`config.mk`:
```
export PLATFORM = sky130hd
export DESIGN_NAME = uart_register_datagram_engine
export DESIGN_NICKNAME = d
export VERILOG_FILES = /design/src/rtl/uredg_pkg.sv /design/src/rtl/uredg_front.sv /design/src/rtl/uredg_queue.sv /design/src/rtl/uredg_back.sv /design/src/rtl/uart_register_datagram_engine.sv
export SDC_FILE = /design/constraint.sdc
export NUM_CORES = 1
export LEC_CHECK = 0
export ABC_CLOCK_PERIOD_IN_PS = 5350
export BUFFER_PORTS_ARGS = -buffer_cell sky130_fd_sc_hd__buf_2
export CORE_ASPECT_RATIO = 1.1
export CORE_MARGIN = 2
export CORE_UTILIZATION = 30
export DETAILED_ROUTE_END_ITERATION = 12
export PLACE_DENSITY = 0.55
export SLEW_MARGIN = 20
export SYNTH_ARGS = -nofsm -noshare
export SYNTH_HDL_FRONTEND = slang
export SYNTH_SLANG_ARGS = --single-unit
```
`constraint.sdc`:
```
create_clock -name clk -period 5.35 [get_ports clk]
set_input_delay 1.3375 -clock clk [delete_from_list [all_inputs] [get_ports clk]]
set_output_delay 1.3375 -clock clk [all_outputs]
set_load 0.01 [all_outputs]
```
`src/rtl/uredg_pkg.sv`:
```
// Shared types and constants for the UART register datagram engine.
// Depends on nothing; imported by every module of the block.
`default_nettype none

package uredg_pkg;

  localparam logic [7:0] SYNC_BYTE = 8'h55;
  localparam logic [7:0] CRC_POLY  = 8'h07;

  // Reply counter width; covers reply lengths up to 16 bytes.
  localparam int CNT_W = 4;

  // First and last reply byte that carries the register value.
  localparam logic [CNT_W-1:0] VALUE_FIRST_IDX = 4'd7;
  localparam logic [CNT_W-1:0] VALUE_LAST_IDX  = 4'd10;

  // Command queue between front and back.
  localparam int QUEUE_DEPTH = 2;
  localparam int QUEUE_AW    = 1;

  typedef enum logic [1:0] {
    REQ_READ   = 2'd0,
    REQ_WRITE  = 2'd1,
    REQ_RX     = 2'd2,
    REQ_UNUSED = 2'd3
  } req_type_t;

  typedef enum logic [1:0] {
    CMD_READ_REQ  = 2'd0,
    CMD_WRITE_REQ = 2'd1,
    CMD_READ_DONE = 2'd2
  } cmd_kind_t;

  typedef enum logic {
    RES_TX_BYTE   = 1'b0,
    RES_READ_DONE = 1'b1
  } result_kind_t;

  typedef struct packed {
    logic [1:0]  req_type;
    logic [6:0]  reg_addr;
    logic [31:0] write_value;
    logic [7:0]  rx_byte;
  } in_word_t;

  typedef struct packed {
    logic        result_kind;
    logic [7:0]  tx_byte;
    logic [31:0] read_value;
    logic        last;
  } out_word_t;

  typedef struct packed {
    cmd_kind_t   kind;
    logic [7:0]  slave;
    logic [7:0]  addr_byte;
    logic [31:0] value;
  } cmd_t;

endpackage

`default_nettype wire

```
`src/rtl/uredg_front.sv`:
```
// Front end: accepts input words, tracks the pending read reply and queues commands.
// Depends on uredg_pkg.
`default_nettype none

module uredg_front
  import uredg_pkg::*;
#(
  parameter int REPLY_BYTES = 12
) (
  input  wire logic     clk,
  input  wire logic     rst_n,
  input  wire logic     cfg_wr_en,
  input  wire logic [7:0] cfg_wr_data,
  input  wire logic     in_valid,
  output logic          in_stall,
  input  wire in_word_t in_word,
  input  wire logic     q_full,
  output logic          q_push,
  output cmd_t          q_cmd
);

  localparam logic [CNT_W:0] REPLY_LIM = (CNT_W+1)'(REPLY_BYTES);

  logic [7:0]       slave_r;
  logic             pending_r, pending_nxt;
  logic [CNT_W-1:0] cnt_r, cnt_nxt;
  logic [31:0]      accum_r, accum_nxt;
  logic             accept;
  logic [CNT_W:0]   cnt_inc;
  req_type_t        req;

  assign in_stall = q_full;
  assign accept   = in_valid && !q_full;
  assign req      = req_type_t'(in_word.req_type);
  assign cnt_inc  = {1'b0, cnt_r} + 1'b1;

  always_comb begin
    pending_nxt     = pending_r;
    cnt_nxt         = cnt_r;
    accum_nxt       = accum_r;
    q_push          = 1'b0;
    q_cmd.kind      = CMD_READ_REQ;
    q_cmd.slave     = slave_r;
    q_cmd.addr_byte = {1'b0, in_word.reg_addr};
    q_cmd.value     = in_word.write_value;
    if (accept) begin
      case (req)
        REQ_READ: begin
          q_push      = 1'b1;
          pending_nxt = 1'b1;
          cnt_nxt     = '0;
          accum_nxt   = '0;
        end
        REQ_WRITE: begin
          q_push          = 1'b1;
          q_cmd.kind      = CMD_WRITE_REQ;
          q_cmd.addr_byte = {1'b1, in_word.reg_addr};
        end
        REQ_RX: begin
          if (pending_r) begin
            if (cnt_r >= VALUE_FIRST_IDX && cnt_r <= VALUE_LAST_IDX) begin
              accum_nxt = {accum_r[23:0], in_word.rx_byte};
            end
            cnt_nxt = cnt_inc[CNT_W-1:0];
            if (cnt_inc >= REPLY_LIM) begin
              pending_nxt = 1'b0;
              cnt_nxt     = '0;
              q_push      = 1'b1;
              q_cmd.kind  = CMD_READ_DONE;
              q_cmd.value = accum_nxt;
            end
          end
        end
        default: begin
        end
      endcase
    end
  end

  always_ff @(posedge clk) begin
    if (!rst_n) begin
      slave_r   <= '0;
      pending_r <= 1'b0;
      cnt_r     <= '0;
      accum_r   <= '0;
    end else begin
      if (cfg_wr_en) begin
        slave_r <= cfg_wr_data;
      end
      pending_r <= pending_nxt;
      cnt_r     <= cnt_nxt;
      accum_r   <= accum_nxt;
    end
  end

endmodule

`default_nettype wire

```
`src/rtl/uredg_queue.sv`:
```
// Two-entry command queue between front and back.
// Depends on uredg_pkg.
`default_nettype none

module uredg_queue
  import uredg_pkg::*;
(
  input  wire logic clk,
  input  wire logic rst_n,
  input  wire logic push,
  input  wire cmd_t push_cmd,
  input  wire logic pop,
  output logic      full,
  output logic      empty,
  output cmd_t      head
);

  cmd_t                mem [QUEUE_DEPTH];
  logic [QUEUE_AW-1:0] wr_ptr_r, rd_ptr_r;
  logic [QUEUE_AW:0]   count_r;
  logic                do_push, do_pop;

  assign full    = (count_r == (QUEUE_AW+1)'(QUEUE_DEPTH));
  assign empty   = (count_r == '0);
  assign head    = mem[rd_ptr_r];
  assign do_push = push && !full;
  assign do_pop  = pop && !empty;

  always_ff @(posedge clk) begin
    if (do_push) begin
      mem[wr_ptr_r] <= push_cmd;
    end
  end

  always_ff @(posedge clk) begin
    if (!rst_n) begin
      wr_ptr_r <= '0;
      rd_ptr_r <= '0;
      count_r  <= '0;
    end else begin
      if (do_push) begin
        wr_ptr_r <= wr_ptr_r + 1'b1;
      end
      if (do_pop) begin
        rd_ptr_r <= rd_ptr_r + 1'b1;
      end
      case ({do_push, do_pop})
        2'b10:   count_r <= count_r + 1'b1;
        2'b01:   count_r <= count_r - 1'b1;
        default: count_r <= count_r;
      endcase
    end
  end

endmodule

`default_nettype wire

```
`src/rtl/uredg_back.sv`:
```
// Back end: serializes queued commands to words, one per cycle unless stalled; running CRC-8.
// Depends on uredg_pkg.
`default_nettype none

module uredg_back
  import uredg_pkg::*;
(
  input  wire logic clk,
  input  wire logic rst_n,
  input  wire logic head_valid,
  input  wire cmd_t head,
  output logic      pop,
  output logic      out_valid,
  input  wire logic out_stall,
  output out_word_t out_word
);

  // CRC-8, data fed least significant bit first.
  function automatic logic [7:0] crc8_byte(input logic [7:0] crc_in, input logic [7:0] data);
    logic [7:0] c;
    logic       fb;
    c = crc_in;
    for (int b = 0; b < 8; b++) begin
      fb = c[7] ^ data[b];
      c  = {c[6:0], 1'b0} ^ (fb ? CRC_POLY : 8'h00);
    end
    return c;
  endfunction

  logic [2:0] idx_r, idx_nxt;
  logic [7:0] crc_r, crc_nxt;
  logic       out_valid_r, out_valid_nxt;
  out_word_t  out_word_r, out_word_nxt;
  logic [2:0] last_idx;
  logic [7:0] cur_byte;
  logic       out_free, fire, at_last;

  assign out_free  = !out_valid_r || !out_stall;
  assign fire      = head_valid && out_free;
  assign last_idx  = (head.kind == CMD_WRITE_REQ) ? 3'd7 : 3'd3;
  assign at_last   = (idx_r == last_idx);
  assign out_valid = out_valid_r;
  assign out_word  = out_word_r;

  always_comb begin
    if (at_last) begin
      cur_byte = crc_r;
    end else begin
      case (idx_r)
        3'd0:    cur_byte = SYNC_BYTE;
        3'd1:    cur_byte = head.slave;
        3'd2:    cur_byte = head.addr_byte;
        3'd3:    cur_byte = head.value[31:24];
        3'd4:    cur_byte = head.value[23:16];
        3'd5:    cur_byte = head.value[15:8];
        3'd6:    cur_byte = head.value[7:0];
        default: cur_byte = crc_r;
      endcase
    end
  end

  always_comb begin
    idx_nxt       = idx_r;
    crc_nxt       = crc_r;
    pop           = 1'b0;
    out_word_nxt  = out_word_r;
    out_valid_nxt = out_valid_r && out_stall;
    if (fire) begin
      out_valid_nxt = 1'b1;
      if (head.kind == CMD_READ_DONE) begin
        pop                      = 1'b1;
        out_word_nxt.result_kind = RES_READ_DONE;
        out_word_nxt.tx_byte     = '0;
        out_word_nxt.read_value  = head.value;
        out_word_nxt.last        = 1'b1;
      end else begin
        out_word_nxt.result_kind = RES_TX_BYTE;
        out_word_nxt.tx_byte     = cur_byte;
        out_word_nxt.read_value  = '0;
        out_word_nxt.last        = at_last;
        if (at_last) begin
          pop     = 1'b1;
          idx_nxt = '0;
          crc_nxt = '0;
        end else begin
          idx_nxt = idx_r + 1'b1;
          crc_nxt = crc8_byte(crc_r, cur_byte);
        end
      end
    end
  end

  always_ff @(posedge clk) begin
    if (!rst_n) begin
      idx_r       <= '0;
      crc_r       <= '0;
      out_valid_r <= 1'b0;
    end else begin
      idx_r       <= idx_nxt;
      crc_r       <= crc_nxt;
      out_valid_r <= out_valid_nxt;
    end
  end

  always_ff @(posedge clk) begin
    out_word_r <= out_word_nxt;
  end

endmodule

`default_nettype wire

```
`src/rtl/uart_register_datagram_engine.sv`:
```
// UART register datagram engine: master side of a single-wire register protocol.
// Each command yields registered result words: a write eight, a read request four and
// a completed reply one, as the back end emits one byte per cycle while not stalled;
// received bytes are absorbed at 1/cycle while the command queue is not full.
// Reset: synchronous active-low rst_n clears the slave address, read tracking,
// command queue, back-end byte index and CRC, and output valid flag.
`default_nettype none

module uart_register_datagram_engine
  import uredg_pkg::*;
#(
  parameter int REPLY_BYTES = 12
) (
  input  wire logic       clk,
  input  wire logic       rst_n,
  input  wire logic       cfg_wr_en,
  input  wire logic [7:0] cfg_wr_data,
  input  wire logic       in_valid,
  output logic            in_stall,
  input  wire in_word_t   in_word,
  output logic            out_valid,
  input  wire logic       out_stall,
  output out_word_t       out_word
);

  logic   q_push;
  logic   q_full;
  cmd_t   push_cmd;
  cmd_t   head_cmd;
  logic   q_empty;
  logic   q_pop;

  // Front: classify words, track the pending read, queue commands.
  uredg_front #(
    .REPLY_BYTES(REPLY_BYTES)
  ) u_front (
    .clk        (clk),
    .rst_n      (rst_n),
    .cfg_wr_en  (cfg_wr_en),
    .cfg_wr_data(cfg_wr_data),
    .in_valid   (in_valid),
    .in_stall   (in_stall),
    .in_word    (in_word),
    .q_full     (q_full),
    .q_push     (q_push),
    .q_cmd      (push_cmd)
  );

  // Decouple front and back so each can stall on its own.
  uredg_queue u_queue (
    .clk     (clk),
    .rst_n   (rst_n),
    .push    (q_push),
    .push_cmd(push_cmd),
    .pop     (q_pop),
    .full    (q_full),
    .empty   (q_empty),
    .head    (head_cmd)
  );

  // Back: expand each command into result words, computing the CRC on the fly.
  uredg_back u_back (
    .clk       (clk),
    .rst_n     (rst_n),
    .head_valid(!q_empty),
    .head      (head_cmd),
    .pop       (q_pop),
    .out_valid (out_valid),
    .out_stall (out_stall),
    .out_word  (out_word)
  );

endmodule

`default_nettype wire
```
# Word level (Yosys, flattened, before mapping)
# Memory sizes are Yosys's and may differ from the RTL's. A register that Yosys moved wholly into a read port is not among the register bits.
# Index checks and enable logic that the tools add are counted.
[totals]
latch_bits = 0
output_inout_bits = 44
mem_bits_rw = 100
input_bits = 62
memories = 1
ff_bits = 103
mem_bits_ro = 0
word_cells = 121
[memory_table]
columns = ["memory", "words", "width", "rd", "rd_clocked_by_memory_dff", "wr", "line_no", "source"]
rows = [
  ["u_queue.mem", 2, 50, 1, 1, 1, "uredg_queue.sv:18", "cmd_t mem [QUEUE_DEPTH];"],
]
[op_classes]
n_lt_le_gt_ge = 3
n_addsub = 6
n_reduce_logical = 20
bitwise = 17
mul = 0
n_eq_ne = 15
mux = 45
n_shift = 0
n_div = 0
[op_table]
columns = ["op", "n"]
rows = [
  ["two-way mux 32 bit", 5],
  ["case mux 32 bit (2 select lines)", 1],
  ["XOR 8 bit", 8],
  ["case mux 8 bit (7 select lines)", 1],
  ["two-way mux 42 bit", 1],
  ["two-way mux 40 bit", 1],
  ["two-way mux 3 bit", 10],
  ["two-way mux 8 bit", 3],
  ["two-way mux 1 bit", 13],
  ["equality test 3 bit (second input constant)", 3],
  ["equality test 2 bit (second input constant)", 4],
  ["two-way mux 4 bit", 2],
  ["case mux 2 bit (2 select lines)", 2],
  ["case mux 4 bit (2 select lines)", 1],
  ["XOR 1 bit", 8],
  ["equality test 2 x 1 -> 1 bit (second input constant)", 3],
  ["equality test 3 x 2 -> 1 bit (second input constant)", 2],
  ["logical AND 1 bit", 6],
  ["two-way mux 2 bit", 3],
  ["adder 4 x 1 -> 5 bit (second input constant)", 1],
  ["greater-or-equal comparator 5 x 4 -> 1 bit (second input constant)", 1],
  ["greater-or-equal comparator 4 x 3 -> 1 bit (second input constant)", 1],
  ["less-or-equal comparator 4 bit (second input constant)", 1],
  ["logical NOT 1 bit", 4],
  ["16 further kinds", 21],
]

# Logic depth before layout (Yosys ltp)
[depth]
ltp_word = 29
ltp_mapped = 12
mapped_depth_nobuf = 10

# Hierarchy
# From an unflattened synthesis, not the netlist that was laid out.
[hier_totals]
cells_unflattened = 686
hier_area_um2 = 9475.3
[modules_own_cells]
columns = ["module", "n_inst", "area_per_inst_um2", "seq_area_each_um2", "cells_per_inst"]
rows = [
  ["uredg_queue", 1, 3831.2, 3103.0, 182],
  ["uredg_back", 1, 3020.4, 1501.4, 267],
  ["uredg_front", 1, 2620.0, 900.9, 236],
  ["uart_register_datagram_engine", 1, 3.8, 0.0, 1],
]

# Worst setup path after synthesis
# OpenSTA, ideal clock, no wires.
[synth_timing]
path_kind = "input-to-reg"
from = "input port out_stall"
to = "register u_back.crc_r[3]"
t_arrival_ns = 4.764
path_stages = 6
setup_slack_ns = 0.528
n_path_buf = 0
required_ns = 5.292
path_cell_list = "a21oi_1 -> nand2_1 -> nor2_1 -> nand2_1 -> and3b_1 -> o22a_1"
[synth_between]
elab_chain_len = 4
[synth_lines]
columns = ["item", "line_no", "source"]
rows = [
  ["from (decl)", "uart_register_datagram_engine.sv:22", "input wire logic out_stall,"],
  ["logical NOT 1 bit", "uredg_back.sv:38", "assign out_free = !out_valid_r || !out_stall;"],
  ["logical OR 1 bit", "uredg_back.sv:38", ""],
  ["logical AND 1 bit", "uredg_back.sv:39", "assign fire = head_valid && out_free;"],
  ["AND reduction 2 bit (no source line)", "--", ""],
  ["to (signal assigned)", "uredg_back.sv:100", "crc_r <= crc_nxt;"],
  ["to (decl)", "uredg_back.sv:31", "logic [7:0] crc_r, crc_nxt;"],
]
# No other way between the ends.
# A chain may end at the register's enable or synchronous reset.

==> metrics <==
CP endpoint kind=flip-flop; Std-Cell Rows=66; postcts setup bufs=0; Clock Sinks=204; slew of the pin with the lowest slew margin=1.10 ns; Die ar.=31,300 sq um; design area=10,700 sq um; share of cells above drive strength 1=20.7%; largest family of logic cells by synthesized area=simple AND/OR/NAND/NOR gates; ys async rst share=0%; clock tree buffer depth=3; setup slack, reg-to-reg=1.53 ns; Worst Hold End=u_queue.mem[1][44]; maximum VDD drop=0.162 mV; combinational power share=18.3%; Yosys top cell by area=edfxtp_1; drt first pass iters=4; setup TNS=0 ns; NetSw=1.17 mW; cell depth of the worst flop-to-flop path=8; Buf/Inv on CP=1; cell family with most CP delay=compound AO/OA/AOI/OAI gates; grt ovf=0; FMAX=262 MHz; DRT iter0 DRCs=402; Syn Area/Cell=12.4 sq um; CTS root buffer=clkbuf_16; DR vias/cell=4.82; ant diodes=0; CP max FO=35; Clock Skews=0.0150 ns; xor-xnor portion of the synthesized cell area=2.52%; Starting Density=30.4%; RSZ-0062 raised after global routing=no; initial antenna violation count=0; Non-Filler Instances=1,215; post-synthesis sequential area ratio=61.3%; crit path time final=3.82 ns; internal cell power=3.19 mW; Chip Height=185 um; number of flops mapped to enable cells by yosys=142; critical path's largest stage delay=1.02 ns; post-CTS sizing=0; Cell variety after synth=54; proportion of synthesized area in mux cells=10.4%; PortBufs=105; P per Cell Area=408 nW/um^2; detailed-placement wirelength estimate=15,500 um; die span in x=169 um; Synth Area in Adders=1.25%; Min-Delay Path Depth=0; htree depth=1; GR Util All Layers=13.7%; pin count of the biggest net entering global routing=66; Synth top area share=47.5%; CTS tree=built; worst rel slew slack=26.7%; DR vias=5,856; I/O pin total=106; DP Area=9880 sq um; Max Slew Vio Count=0; CTS buffer count=23; final hold viol count=0; Clock Latency Late Sink=0.51 ns; dpl cells=1,174; cts hold-fix bufs=0; Synth Warn #=0; hold crit path type=flip-flop to flip-flop; top post-synthesis cells by area=edfxtp_1, dfxtp_1, mux2i_1; crit path kind=flip-flop to flip-flop; Std-Cell Core Area=29,500 sq um; switching share of power=26.8%; Synth Area in Simple Gates=11.1%; crit start category=flip-flop; CP cell instances=buf_4, mux2i_1, o22ai_1, a2111oi_1, a211oi_1, or2_2, xnor3_1, a32o_1; Cells after Synth=724; Yosys reg bits=204; first-pass GRT wire length=33,100 um; clock slew at reported path FFs=0.06 ns; Syn Nets=795; Crit path required time=5.74 ns; run status=finished clean; P_leak=3.81 nW; Compound-Gate Fraction of Synth Area=10.5%; Hold Path Origin=u_front.slave_r[4]; Final setup viols=0; remaining antenna violation count after routing=0; commonest non-fill, non-tap cells in the layout=edfxtp_1, buf_2, mux2i_1, dfxtp_1, nand2_1; vias in the first global route=5,745; Crit-path slowest cell=dfxtp_2; P&R area growth vs syn=19.0%; Tcrit/Tclk final=71.4%; Placer Congestion=0.827; drc violations=0; Max Cap Viol=0; Flop pwr share=44.2%; Worst Path Arrival=4.21 ns; DR WL/cell=17.8 um; clock group share of total power=37.5%; worst flop-to-flop path endpoint=u_back.crc_r[2]; commonest non-fill, non-tap cell in the layout=edfxtp_1; Synth Flop Type=edfxtp_1; Final nets=896; final WL=21,600 um; fillers=2,851; Cell Area, Synth=8970 sq um
area by class of cell:
cell class / count / area [sq um] / share of cell area, %
sequential: 204 / 5510 / 51.5
multi-input combinational: 464 / 3250 / 30.4
clock buffer: 26 / 628 / 5.88
timing repair buffer: 114 / 593 / 5.55
tap: 374 / 468 / 4.38
clock inverter: 15 / 170 / 1.59
inverter: 18 / 67.6 / 0.632
registers in the layout, summed over array words and instances, names as in the netlist, 2 cells and up, named ones only:
register	flops
u_back.crc_r	8
u_front.cnt_r	4
u_back.out_word	42
u_queue.count_r	2
u_front.accum_r	32
u_front.slave_r	8
u_back.idx_r	3
u_queue.mem	100
synthesized netlist by cell type (2+ instances only):
master,n
nor2_1,49
mux2_2,2
a21boi_0,3
o211ai_1,3
nor3b_1,3
inv_1,18
o31ai_1,2
a31oi_1,2
xnor2_2,2
a21oi_1,15
a211o_1,6
edfxtp_1,142
o21ai_0,44
nand2_1,58
buf_6,5
xor2_1,5
nand2b_1,4
a32o_1,2
nor4_1,2
a21o_1,5
xnor3_1,2
nor2b_1,47
ha_1,9
clkbuf_1,31
nor3_1,3
a22oi_1,32
or4_1,2
mux2i_1,88
or2_2,2
nor4_2,2
nand3_1,4
and2_1,13
xnor2_1,12
dfxtp_1,62
nand4_1,2
a211oi_1,4
o211a_1,2
o22ai_1,19
power by group through the flow:
stage | clock [mW] | sequential [mW] | combinational [mW]
after global routing | 1.75 | 1.94 | 0.872
after floorplan | 0 | 1.97 | 0.557
after CTS | 1.68 | 1.93 | 0.799
after global placement | 0 | 1.96 | 0.787
after detailed placement | 0 | 1.96 | 0.797
final | 1.64 | 1.93 | 0.797
kinds of logic (layout without fill, tap and decap cells):
group,Yosys count,after routing
compound gates,145,145
xor+xnor,21,21
fa+ha+maj,9,9
buf+inv,56,173
simple gates,197,197
flops,204,204
mux,92,92
routing by layer:
metal / track usage (%) / wire, um
met5: 0 / 0
met4: 3.83 / 456
met3: 2.09 / 1240
met2: 22.3 / 9890
met1: 19.0 / 10000
how the worst max path moves through the flow:
stage,endpoint,start,slack (ns),cells past startpoint
after global placement,u_back.crc_r[2],flip-flop,1.56,8
after CTS,u_back.crc_r[2],flip-flop,1.50,8
after detailed placement,u_back.crc_r[2],flip-flop,1.51,8
after floorplan,u_back.crc_r[3],out_stall,0.53,6
after global routing,u_back.crc_r[2],flip-flop,1.27,8
final,u_back.crc_r[2],flip-flop,1.53,8
stage by stage:
stage          hold slack (ns)  power [mW]  util, %  setup WS [ns]
2_1_floorplan            0.425        2.52        -          0.528
5_1_grt                  0.474        4.56     36.2           1.27
3_3_place_gp             0.445        2.75     33.5           1.56
6_report                 0.459        4.36     36.2           1.53
4_1_cts                  0.462        4.41     36.2           1.50
3_5_place_dp             0.448        2.76     33.5           1.51
Power figures use the tool's default switching activity.
